<file path="src/design/crcfpb_pkg.sv">
// shared types, constants and the crc byte update for the framed packet builder
package crcfpb_pkg;

  localparam logic [15:0] CRC_INIT = 16'hFFFF;
  localparam logic [15:0] CRC_POLY = 16'h1021;

  // command queue between front and back
  localparam int QDEPTH = 2;
  localparam int QPTR_W = $clog2(QDEPTH);
  localparam int QCNT_W = $clog2(QDEPTH + 1);

  // configuration register indexes
  localparam int CFG_IDX_W = 2;
  localparam logic [CFG_IDX_W-1:0] CFG_SYNC_FIRST     = 2'd0;
  localparam logic [CFG_IDX_W-1:0] CFG_SYNC_SECOND    = 2'd1;
  localparam logic [CFG_IDX_W-1:0] CFG_FORMAT_VERSION = 2'd2;

  // item kinds on the input
  localparam logic FUNC_START = 1'b0;
  localparam logic FUNC_DATA  = 1'b1;

  // byte slots of a header command
  localparam int STEP_W = 4;
  localparam logic [STEP_W-1:0] STEP_SYNC1   = 4'd0;
  localparam logic [STEP_W-1:0] STEP_SYNC2   = 4'd1;
  localparam logic [STEP_W-1:0] STEP_VERSION = 4'd2;
  localparam logic [STEP_W-1:0] STEP_TYPE    = 4'd3;
  localparam logic [STEP_W-1:0] STEP_SEQ0    = 4'd4;
  localparam logic [STEP_W-1:0] STEP_SEQ1    = 4'd5;
  localparam logic [STEP_W-1:0] STEP_SEQ2    = 4'd6;
  localparam logic [STEP_W-1:0] STEP_SEQ3    = 4'd7;
  localparam logic [STEP_W-1:0] STEP_TICK0   = 4'd8;
  localparam logic [STEP_W-1:0] STEP_TICK1   = 4'd9;
  localparam logic [STEP_W-1:0] STEP_TICK2   = 4'd10;
  localparam logic [STEP_W-1:0] STEP_TICK3   = 4'd11;
  localparam logic [STEP_W-1:0] STEP_LEN_LO  = 4'd12;
  localparam logic [STEP_W-1:0] STEP_LEN_HI  = 4'd13;
  localparam logic [STEP_W-1:0] STEP_CRC_LO  = 4'd14;
  localparam logic [STEP_W-1:0] STEP_CRC_HI  = 4'd15;

  // byte slots of a payload command
  localparam logic [STEP_W-1:0] DSTEP_DATA   = 4'd0;
  localparam logic [STEP_W-1:0] DSTEP_CRC_LO = 4'd1;
  localparam logic [STEP_W-1:0] DSTEP_CRC_HI = 4'd2;

  typedef enum logic [1:0] {
    CMD_FAULT = 2'd0,
    CMD_START = 2'd1,
    CMD_DATA  = 2'd2
  } cmd_kind_t;

  typedef struct packed {
    logic        func;
    logic [7:0]  frame_type;
    logic [31:0] sequence_req;
    logic [31:0] tick_ms;
    logic [15:0] payload_length;
    logic [7:0]  data_byte;
  } in_item_t;

  typedef struct packed {
    logic [7:0] out_byte;
    logic       last_of_frame;
    logic       fault;
  } out_item_t;

  // classified work for the back end
  typedef struct packed {
    cmd_kind_t   kind;
    logic [7:0]  frame_type;
    logic [31:0] sequence_req;
    logic [31:0] tick_ms;
    logic [15:0] payload_length;
    logic [7:0]  data_byte;
    logic        last;       // start: empty payload, data: final payload byte
  } cmd_t;

  typedef struct packed {
    logic full;
    logic head_valid;
  } q_status_t;

  // crc-16/ccitt-false, one byte msb first
  function automatic logic [15:0] crc_feed(input logic [15:0] crc_in, input logic [7:0] b);
    logic [15:0] c;
    c = crc_in ^ {b, 8'h00};
    for (int i = 0; i < 8; i++) begin
      if (c[15]) begin
        c = {c[14:0], 1'b0} ^ CRC_POLY;
      end else begin
        c = {c[14:0], 1'b0};
      end
    end
    return c;
  endfunction

endpackage

</file>
<file path="src/design/crcfpb_front.sv">
// front end: accepts input words, tracks frame position, classifies each word
module crcfpb_front (
  input  logic                 clk,
  input  logic                 rst,
  input  logic                 in_valid,
  input  crcfpb_pkg::in_item_t in_word,
  input  logic                 q_full,
  output logic                 push,
  output crcfpb_pkg::cmd_t     cmd
);
  import crcfpb_pkg::*;

  logic        payload_active;
  logic [15:0] bytes_left;
  logic        payload_active_next;
  logic [15:0] bytes_left_next;

  assign push = in_valid && !q_full;

  always_comb begin
    cmd.frame_type     = in_word.frame_type;
    cmd.sequence_req   = in_word.sequence_req;
    cmd.tick_ms        = in_word.tick_ms;
    cmd.payload_length = in_word.payload_length;
    cmd.data_byte      = in_word.data_byte;
    cmd.kind           = CMD_FAULT;
    cmd.last           = 1'b0;
    payload_active_next = payload_active;
    bytes_left_next     = bytes_left;
    if (in_word.func == FUNC_START) begin
      if (!payload_active) begin
        cmd.kind = CMD_START;
        cmd.last = (in_word.payload_length == 16'd0);
        payload_active_next = (in_word.payload_length != 16'd0);
        bytes_left_next     = in_word.payload_length;
      end
    end else begin
      if (payload_active) begin
        cmd.kind = CMD_DATA;
        cmd.last = (bytes_left == 16'd1);
        bytes_left_next     = bytes_left - 16'd1;
        payload_active_next = (bytes_left != 16'd1);
      end
    end
  end

  always_ff @(posedge clk) begin
    if (rst) begin
      payload_active <= 1'b0;
      bytes_left     <= 16'd0;
    end else if (push) begin
      payload_active <= payload_active_next;
      bytes_left     <= bytes_left_next;
    end
  end

endmodule

</file>
<file path="src/design/crcfpb_fifo.sv">
// short command queue between front and back
module crcfpb_fifo (
  input  logic                  clk,
  input  logic                  rst,
  input  logic                  push,
  input  crcfpb_pkg::cmd_t      push_cmd,
  input  logic                  pop,
  output crcfpb_pkg::cmd_t      head,
  output crcfpb_pkg::q_status_t status
);
  import crcfpb_pkg::*;

  cmd_t              mem [QDEPTH];
  logic [QPTR_W-1:0] wr_ptr;
  logic [QPTR_W-1:0] rd_ptr;
  logic [QCNT_W-1:0] count;

  function automatic logic [QPTR_W-1:0] ptr_inc(input logic [QPTR_W-1:0] p);
    return (p == QPTR_W'(QDEPTH - 1)) ? '0 : p + 1'b1;
  endfunction

  assign head              = mem[rd_ptr];
  assign status.full       = (count == QCNT_W'(QDEPTH));
  assign status.head_valid = (count != '0);

  always_ff @(posedge clk) begin
    if (push) begin
      mem[wr_ptr] <= push_cmd;
    end
  end

  always_ff @(posedge clk) begin
    if (rst) begin
      wr_ptr <= '0;
      rd_ptr <= '0;
      count  <= '0;
    end else begin
      if (push) begin
        wr_ptr <= ptr_inc(wr_ptr);
      end
      if (pop) begin
        rd_ptr <= ptr_inc(rd_ptr);
      end
      if (push && !pop) begin
        count <= count + 1'b1;
      end else if (pop && !push) begin
        count <= count - 1'b1;
      end
    end
  end

endmodule

</file>
<file path="src/design/crcfpb_back.sv">
// back end: expands commands into output bytes and runs the crc
module crcfpb_back (
  input  logic                  clk,
  input  logic                  rst,
  input  crcfpb_pkg::cmd_t      head,
  input  logic                  head_valid,
  input  logic [7:0]            sync_first,
  input  logic [7:0]            sync_second,
  input  logic [7:0]            format_version,
  output logic                  pop,
  output logic                  out_valid,
  input  logic                  out_stall,
  output crcfpb_pkg::out_item_t out_word
);
  import crcfpb_pkg::*;

  logic [STEP_W-1:0] step;
  logic [15:0]       crc;
  logic              can_load;
  logic              fire;
  logic [7:0]        byte_val;
  logic              feed;
  logic              last_frame;
  logic              fault_flag;
  logic              final_step;

  assign can_load = !out_valid || !out_stall;
  assign fire     = head_valid && can_load;
  assign pop      = fire && final_step;

  always_comb begin
    byte_val   = 8'h00;
    feed       = 1'b0;
    last_frame = 1'b0;
    fault_flag = 1'b0;
    final_step = 1'b1;
    case (head.kind)
      CMD_START: begin
        final_step = head.last ? (step == STEP_CRC_HI) : (step == STEP_LEN_HI);
        feed = (step >= STEP_VERSION) && (step <= STEP_LEN_HI);
        case (step)
          STEP_SYNC1:   byte_val = sync_first;
          STEP_SYNC2:   byte_val = sync_second;
          STEP_VERSION: byte_val = format_version;
          STEP_TYPE:    byte_val = head.frame_type;
          STEP_SEQ0:    byte_val = head.sequence_req[7:0];
          STEP_SEQ1:    byte_val = head.sequence_req[15:8];
          STEP_SEQ2:    byte_val = head.sequence_req[23:16];
          STEP_SEQ3:    byte_val = head.sequence_req[31:24];
          STEP_TICK0:   byte_val = head.tick_ms[7:0];
          STEP_TICK1:   byte_val = head.tick_ms[15:8];
          STEP_TICK2:   byte_val = head.tick_ms[23:16];
          STEP_TICK3:   byte_val = head.tick_ms[31:24];
          STEP_LEN_LO:  byte_val = head.payload_length[7:0];
          STEP_LEN_HI:  byte_val = head.payload_length[15:8];
          STEP_CRC_LO:  byte_val = crc[7:0];
          STEP_CRC_HI: begin
            byte_val   = crc[15:8];
            last_frame = 1'b1;
          end
          default: byte_val = 8'h00;
        endcase
      end
      CMD_DATA: begin
        final_step = head.last ? (step == DSTEP_CRC_HI) : (step == DSTEP_DATA);
        case (step)
          DSTEP_DATA: begin
            byte_val = head.data_byte;
            feed     = 1'b1;
          end
          DSTEP_CRC_LO: byte_val = crc[7:0];
          DSTEP_CRC_HI: begin
            byte_val   = crc[15:8];
            last_frame = 1'b1;
          end
          default: byte_val = 8'h00;
        endcase
      end
      CMD_FAULT: begin
        fault_flag = 1'b1;
      end
      default: begin
        fault_flag = 1'b1;
      end
    endcase
  end

  always_ff @(posedge clk) begin
    if (rst) begin
      step      <= '0;
      crc       <= CRC_INIT;
      out_valid <= 1'b0;
    end else begin
      if (fire) begin
        step <= final_step ? '0 : step + 1'b1;
        if (head.kind == CMD_START && step == STEP_SYNC1) begin
          crc <= CRC_INIT;
        end else if (feed) begin
          crc <= crc_feed(crc, byte_val);
        end else if (last_frame) begin
          crc <= CRC_INIT;
        end
      end
      if (can_load) begin
        out_valid <= fire;
      end
    end
  end

  always_ff @(posedge clk) begin
    if (fire) begin
      out_word.out_byte      <= byte_val;
      out_word.last_of_frame <= last_frame;
      out_word.fault         <= fault_flag;
    end
  end

endmodule

</file>
<file path="src/design/crc16_framed_packet_builder_top.sv">
// top level of the crc-16 framed packet builder
//
// input channel (in_valid / in_stall / in_word): one word per item. a start
// word (func 0) opens a frame and yields 14 output words: two sync bytes,
// version, type, sequence and tick (little-endian), length (little-endian).
// with a zero length the two crc bytes follow at once, 16 words in all.
// a payload word (func 1) yields its data byte, plus the two crc bytes (low
// first, last_of_frame on the high one) after the final byte of the frame.
// a word out of turn yields one word with fault set and out_byte 0.
// output channel (out_valid / out_stall / out_word): one byte per word.
// an accepted word is written into the command queue, and its output
// words are registered from the queue head. throughput: one output word
// per cycle while out_stall is low, set by the back end issuing one byte
// a cycle; so payload words but a frame's last stream at one per cycle.
// config port (cfg_valid / cfg_ready / cfg_index / cfg_data): always ready;
// index 0 sync_first, 1 sync_second, 2 format_version; others ignored.
// reset (synchronous, rst high): frame state idle, queue empty, crc 0xffff,
// config back to 0xaa, 0x55, 0x01.
// when the receiver stalls the output word holds, the two-entry command
// queue fills, and in_stall then rises until the back end drains it.
module crc16_framed_packet_builder_top (
  input  logic                                  clk,
  input  logic                                  rst,
  input  logic                                  in_valid,
  output logic                                  in_stall,
  input  crcfpb_pkg::in_item_t                  in_word,
  output logic                                  out_valid,
  input  logic                                  out_stall,
  output crcfpb_pkg::out_item_t                 out_word,
  input  logic                                  cfg_valid,
  output logic                                  cfg_ready,
  input  logic [crcfpb_pkg::CFG_IDX_W-1:0]      cfg_index,
  input  logic [7:0]                            cfg_data
);
  import crcfpb_pkg::*;

  // configuration registers
  logic [7:0] sync_first;
  logic [7:0] sync_second;
  logic [7:0] format_version;

  // front to queue
  logic      push;
  cmd_t      push_cmd;
  // queue to back
  cmd_t      head;
  q_status_t q_status;
  logic      pop;

  assign cfg_ready = 1'b1;
  // front only takes a word when the queue has room
  assign in_stall  = q_status.full;

  always_ff @(posedge clk) begin
    if (rst) begin
      sync_first     <= 8'hAA;
      sync_second    <= 8'h55;
      format_version <= 8'h01;
    end else if (cfg_valid && cfg_ready) begin
      case (cfg_index)
        CFG_SYNC_FIRST:     sync_first     <= cfg_data;
        CFG_SYNC_SECOND:    sync_second    <= cfg_data;
        CFG_FORMAT_VERSION: format_version <= cfg_data;
        default: ;
      endcase
    end
  end

  // classify each word against the frame position
  crcfpb_front u_front (
    .clk      (clk),
    .rst      (rst),
    .in_valid (in_valid),
    .in_word  (in_word),
    .q_full   (q_status.full),
    .push     (push),
    .cmd      (push_cmd)
  );

  // decouples the input from the byte sequencer
  crcfpb_fifo u_fifo (
    .clk      (clk),
    .rst      (rst),
    .push     (push),
    .push_cmd (push_cmd),
    .pop      (pop),
    .head     (head),
    .status   (q_status)
  );

  // one byte a cycle while out_stall is low, crc updated alongside
  crcfpb_back u_back (
    .clk            (clk),
    .rst            (rst),
    .head           (head),
    .head_valid     (q_status.head_valid),
    .sync_first     (sync_first),
    .sync_second    (sync_second),
    .format_version (format_version),
    .pop            (pop),
    .out_valid      (out_valid),
    .out_stall      (out_stall),
    .out_word       (out_word)
  );

endmodule

</file>
<file path="config.mk">
export PLATFORM = sky130hd
export DESIGN_NAME = crc16_framed_packet_builder_top
export DESIGN_NICKNAME = d
export VERILOG_FILES = /design/src/design/crcfpb_pkg.sv /design/src/design/crcfpb_front.sv /design/src/design/crcfpb_fifo.sv /design/src/design/crcfpb_back.sv /design/src/design/crc16_framed_packet_builder_top.sv
export SDC_FILE = /design/constraint.sdc
export NUM_CORES = 1
export LEC_CHECK = 0
export ABC_CLOCK_PERIOD_IN_PS = 18600
export BUFFER_PORTS_ARGS = -buffer_cell sky130_fd_sc_hd__buf_2
export CAP_MARGIN = 20
export CORE_UTILIZATION = 45
export DETAILED_ROUTE_END_ITERATION = 10
export SYNTH_ARGS = -nofsm -noshare
export SYNTH_HDL_FRONTEND = slang
export SYNTH_SLANG_ARGS = --single-unit
</file>
<file path="constraint.sdc">
create_clock -name clk -period 18.6 [get_ports clk]
set_clock_uncertainty 0.05 [all_clocks]
set_input_delay 4.65 -clock clk [delete_from_list [all_inputs] [get_ports clk]]
set_output_delay 4.65 -clock clk [all_outputs]
set_load 0.02 [all_outputs]
</file>
==> metrics.md <==
| Metric | Value |
|---|---|
| Worst path slowest cell | `clkinv_1` |
| Kind of critical path | `input pin to flop` |
| Slew margin rel. | `between 20 and 30%` |
| Leak | `roughly 0.0050 uW` |
| Number of global-route vias before repair | `~7600` |
| Ant. Diodes | `0` |
| Routability Congestion | `approximately 0.85` |
| Final hold violation count | `0` |
| Reg2reg setup slack | `13.93 ns` |
| Post-synthesis area per instance | `13.0 sq um` |
| Total track usage | `22.0%` |
| Mapped Cells | `946` |
| # fillers | `around 2300` |
| CP startpoint kind | `input pin` |
| Peak Freq | `154 MHz` |
| Clock Tree Root | `clkbuf_16` |
| Hold-fix buffers at CTS | `0` |
| Yosys reg bits | `275` |
| Synthesized cell area | `12300 sq um` |
| CP max stage delay | `0.53 ns` |
| Vias after detailed routing | `8193` |
| Commonest non-fill, non-tap cell in the layout | `edfxtp_1` |
| Drt pass-1 iters | `8` |
| CTS resizes | `0` |
| Yosys warning total | `0` |
| Crit path DAT | `6.89 ns` |
| Drt first-iter violations | `789` |
| Clock latency on the worst-skew pair | `0.55 ns` |
| Largest net degree at the start of global routing | `76` |
| Die height | `167 um` |
| RSZ-0062 raised after global routing | `no` |
| Crit path cell chain | `buf_2 -> clkinv_1 -> ha_1 -> or2_2 -> a21oi_1 -> nor2_1 -> a211oi_1` |
| Area Overhead vs Synth | `14.6%` |
| Maximum VDD drop | `0.0000778 V` |
| Routed wire length | `31000 um` |
| Crit-path max FO | `32` |
| Synth async-reset ratio | `0%` |
| H-tree depth | `1` |
| Main flop type after synthesis | `edfxtp_1` |
| Rows | `60` |
| I/O pin total | `125` |
| Core Box Area | `between 20000 and 30000 sq um` |
| Status | `finished with violations` |
| WP data required | `19.00 ns` |
| First-pass GRT wire length | `46500 um` |
| Die W | `~170 um` |
| Via density | `5.75` |
| Clk sinks | `between 200 and 300` |
| Setup bufs post-CTS | `0` |
| Post-route ant nets | `0` |
| Buf/Inv on CP | `2` |
| Hpwl dp | `21000 um` |
| Initial core utilization | `45.8%` |
| Crit. End Element | `flop` |
| Hold Path Class | `flop to flop` |
| Worst slew pin tran | `1.05 ns` |
| Post-synthesis sequential area ratio | `61.6%` |
| Final TNS setup | `0 ns` |
| Max Cap Violations | `0` |
| Final Critical Period | `6.49 ns` |
| TritonCTS clock tree | `built` |
| Syn Nets | `1071` |
| Num CTS Buffers | `29` |
| Layout cells sized above 1 | `20.2%` |
| Commonest non-fill, non-tap cells in the layout | `edfxtp_1 (208), buf_2 (123), mux2i_1 (107)` |
| CTS clock-pin slew for the worst setup and hold paths | `0.06 ns` |
| EDFF count, synth | `208` |
| Power Density | `130 nW/um^2` |
| Final period utilization | `34.9%` |
| GR Overflow Total | `0` |
| Crit-path leading delay family | `buffers and inverters` |
| Remaining DRCs | `2` |
| Number of port buffers | `~120` |
| Final net count | `1189` |
| Cell variety after synth | `80` |
| Failing checks | `design-rule violations` |
| Initial antenna violation count | `1` |
| Max clock buf depth | `3` |
| Final hold slack | `0.417 ns` |
| Wire length per cell | `21.8 um` |
| Max Transition Viols Final | `0` |
| Area of the die | `28000 sq um` |
| Final count of negative-setup-slack endpoints | `0` |
where the power goes:
part,internal (uW),switching (uW)
sequential,761,46.2
combinational,180,290
clock,333,229
total,1270,566
logic make-up after synthesis:
family,synth area share (%)
buf+inv,2.77
flops,61.6
other cells,0.0305
compound gates,12.0
simple gates,11.0
mux,9.43
fa+ha+maj,1.32
xor+xnor,1.81
final timing paths:
| kind | start | end | cells after the start |
|---|---|---|---|
| setup reg to reg | flop | u_back.crc[0]$_SDFFE_PP1P_ | 11 |
| hold reg to reg | sync_second[0]$_SDFFE_PP1P_ | sync_second[0]$_SDFFE_PP1P_ | 1 |
| hold / removal | sync_second[0]$_SDFFE_PP1P_ | sync_second[0]$_SDFFE_PP1P_ | 1 |
| setup / recovery | in_word[96] | u_front.bytes_left[15]$_SDFFE_PP0P_ | 7 |
area by class of cell:
type                       count  area (sq um)  share of cell area, %
multi-input combinational    606          4410                   31.3
clock inverter                14           140                  0.993
sequential                   275          7590                   53.8
clock buffer                  37           776                   5.50
timing repair buffer         134           698                   4.95
inverter                      18          67.6                  0.479
tap                          341           427                   3.02
per-stage QoR:
stage	std cells	power, uW	setup slack [ns]	util (%)	cell area (sq um)
floorplan	946	1160	9.08	-	12300
global placement	1374	1280	11.60	49.1	13200
detailed placement	1374	1290	11.59	49.1	13200
CTS	1425	1850	12.14	52.5	14100
global route	1425	1920	11.92	52.5	14100
finish	1425	1840	12.11	52.5	14100
registers in the layout, indices dropped and copies added, names as in the netlist, 2 cells and up, named ones only:
| name | flops |
|---|---|
| u_fifo.mem | 198 |
| u_back.crc | 16 |
| u_front.bytes_left | 16 |
| u_back.out_word | 10 |
| format_version | 8 |
| sync_first | 8 |
| sync_second | 8 |
| u_back.step | 4 |
| u_fifo.count | 2 |
synth_stat cells, types with 4 or more instances:
| master | number | area (sq um) |
|---|---|---|
| edfxtp_1 | 208 | 6250 |
| mux2i_1 | 107 | 1070 |
| nor2_1 | 85 | 319 |
| dfxtp_1 | 67 | 1340 |
| nand2_1 | 45 | 169 |
| o22ai_1 | 45 | 282 |
| a21oi_1 | 43 | 215 |
| clkbuf_1 | 23 | 86.3 |
| o21ai_0 | 22 | 110 |
| inv_1 | 17 | 63.8 |
| ha_1 | 13 | 163 |
| nand3_1 | 12 | 60.1 |
| a22oi_1 | 11 | 82.6 |
| nand2b_1 | 11 | 68.8 |
| nor4_1 | 11 | 68.8 |
| o2bb2ai_1 | 11 | 96.3 |
| or2_2 | 11 | 68.8 |
| xnor2_1 | 11 | 96.3 |
| a211o_1 | 9 | 78.8 |
| nand3b_1 | 9 | 67.6 |
| buf_4 | 8 | 60.1 |
| mux2_2 | 8 | 90.1 |
| o31ai_1 | 8 | 60.1 |
| nor3_1 | 7 | 35.0 |
| xor2_1 | 7 | 61.3 |
| a211oi_1 | 6 | 45.0 |
| buf_2 | 6 | 30.0 |
| nor2b_1 | 6 | 37.5 |
| a222oi_1 | 5 | 50.1 |
| and3_1 | 5 | 31.3 |
| buf_6 | 5 | 56.3 |
| nor3b_1 | 5 | 37.5 |
| o211ai_1 | 5 | 37.5 |
| or3_1 | 5 | 31.3 |
| or4_1 | 5 | 37.5 |
| and4b_1 | 4 | 40.0 |
| nor4bb_1 | 4 | 40.0 |
| o21a_1 | 4 | 30.0 |
| o311ai_0 | 4 | 35.0 |
routing by layer:
layer | GRT usage (%) | share of wire, % | vias up
met5 | 0 | 0.042 | -
li1 | - | - | 3878
met4 | 5.98 | 2.2 | 2
met2 | 35.0 | 46 | 291
met1 | 31.0 | 45 | 3974
met3 | 3.90 | 7.1 | 48
(Power assumes the default switching activity.)
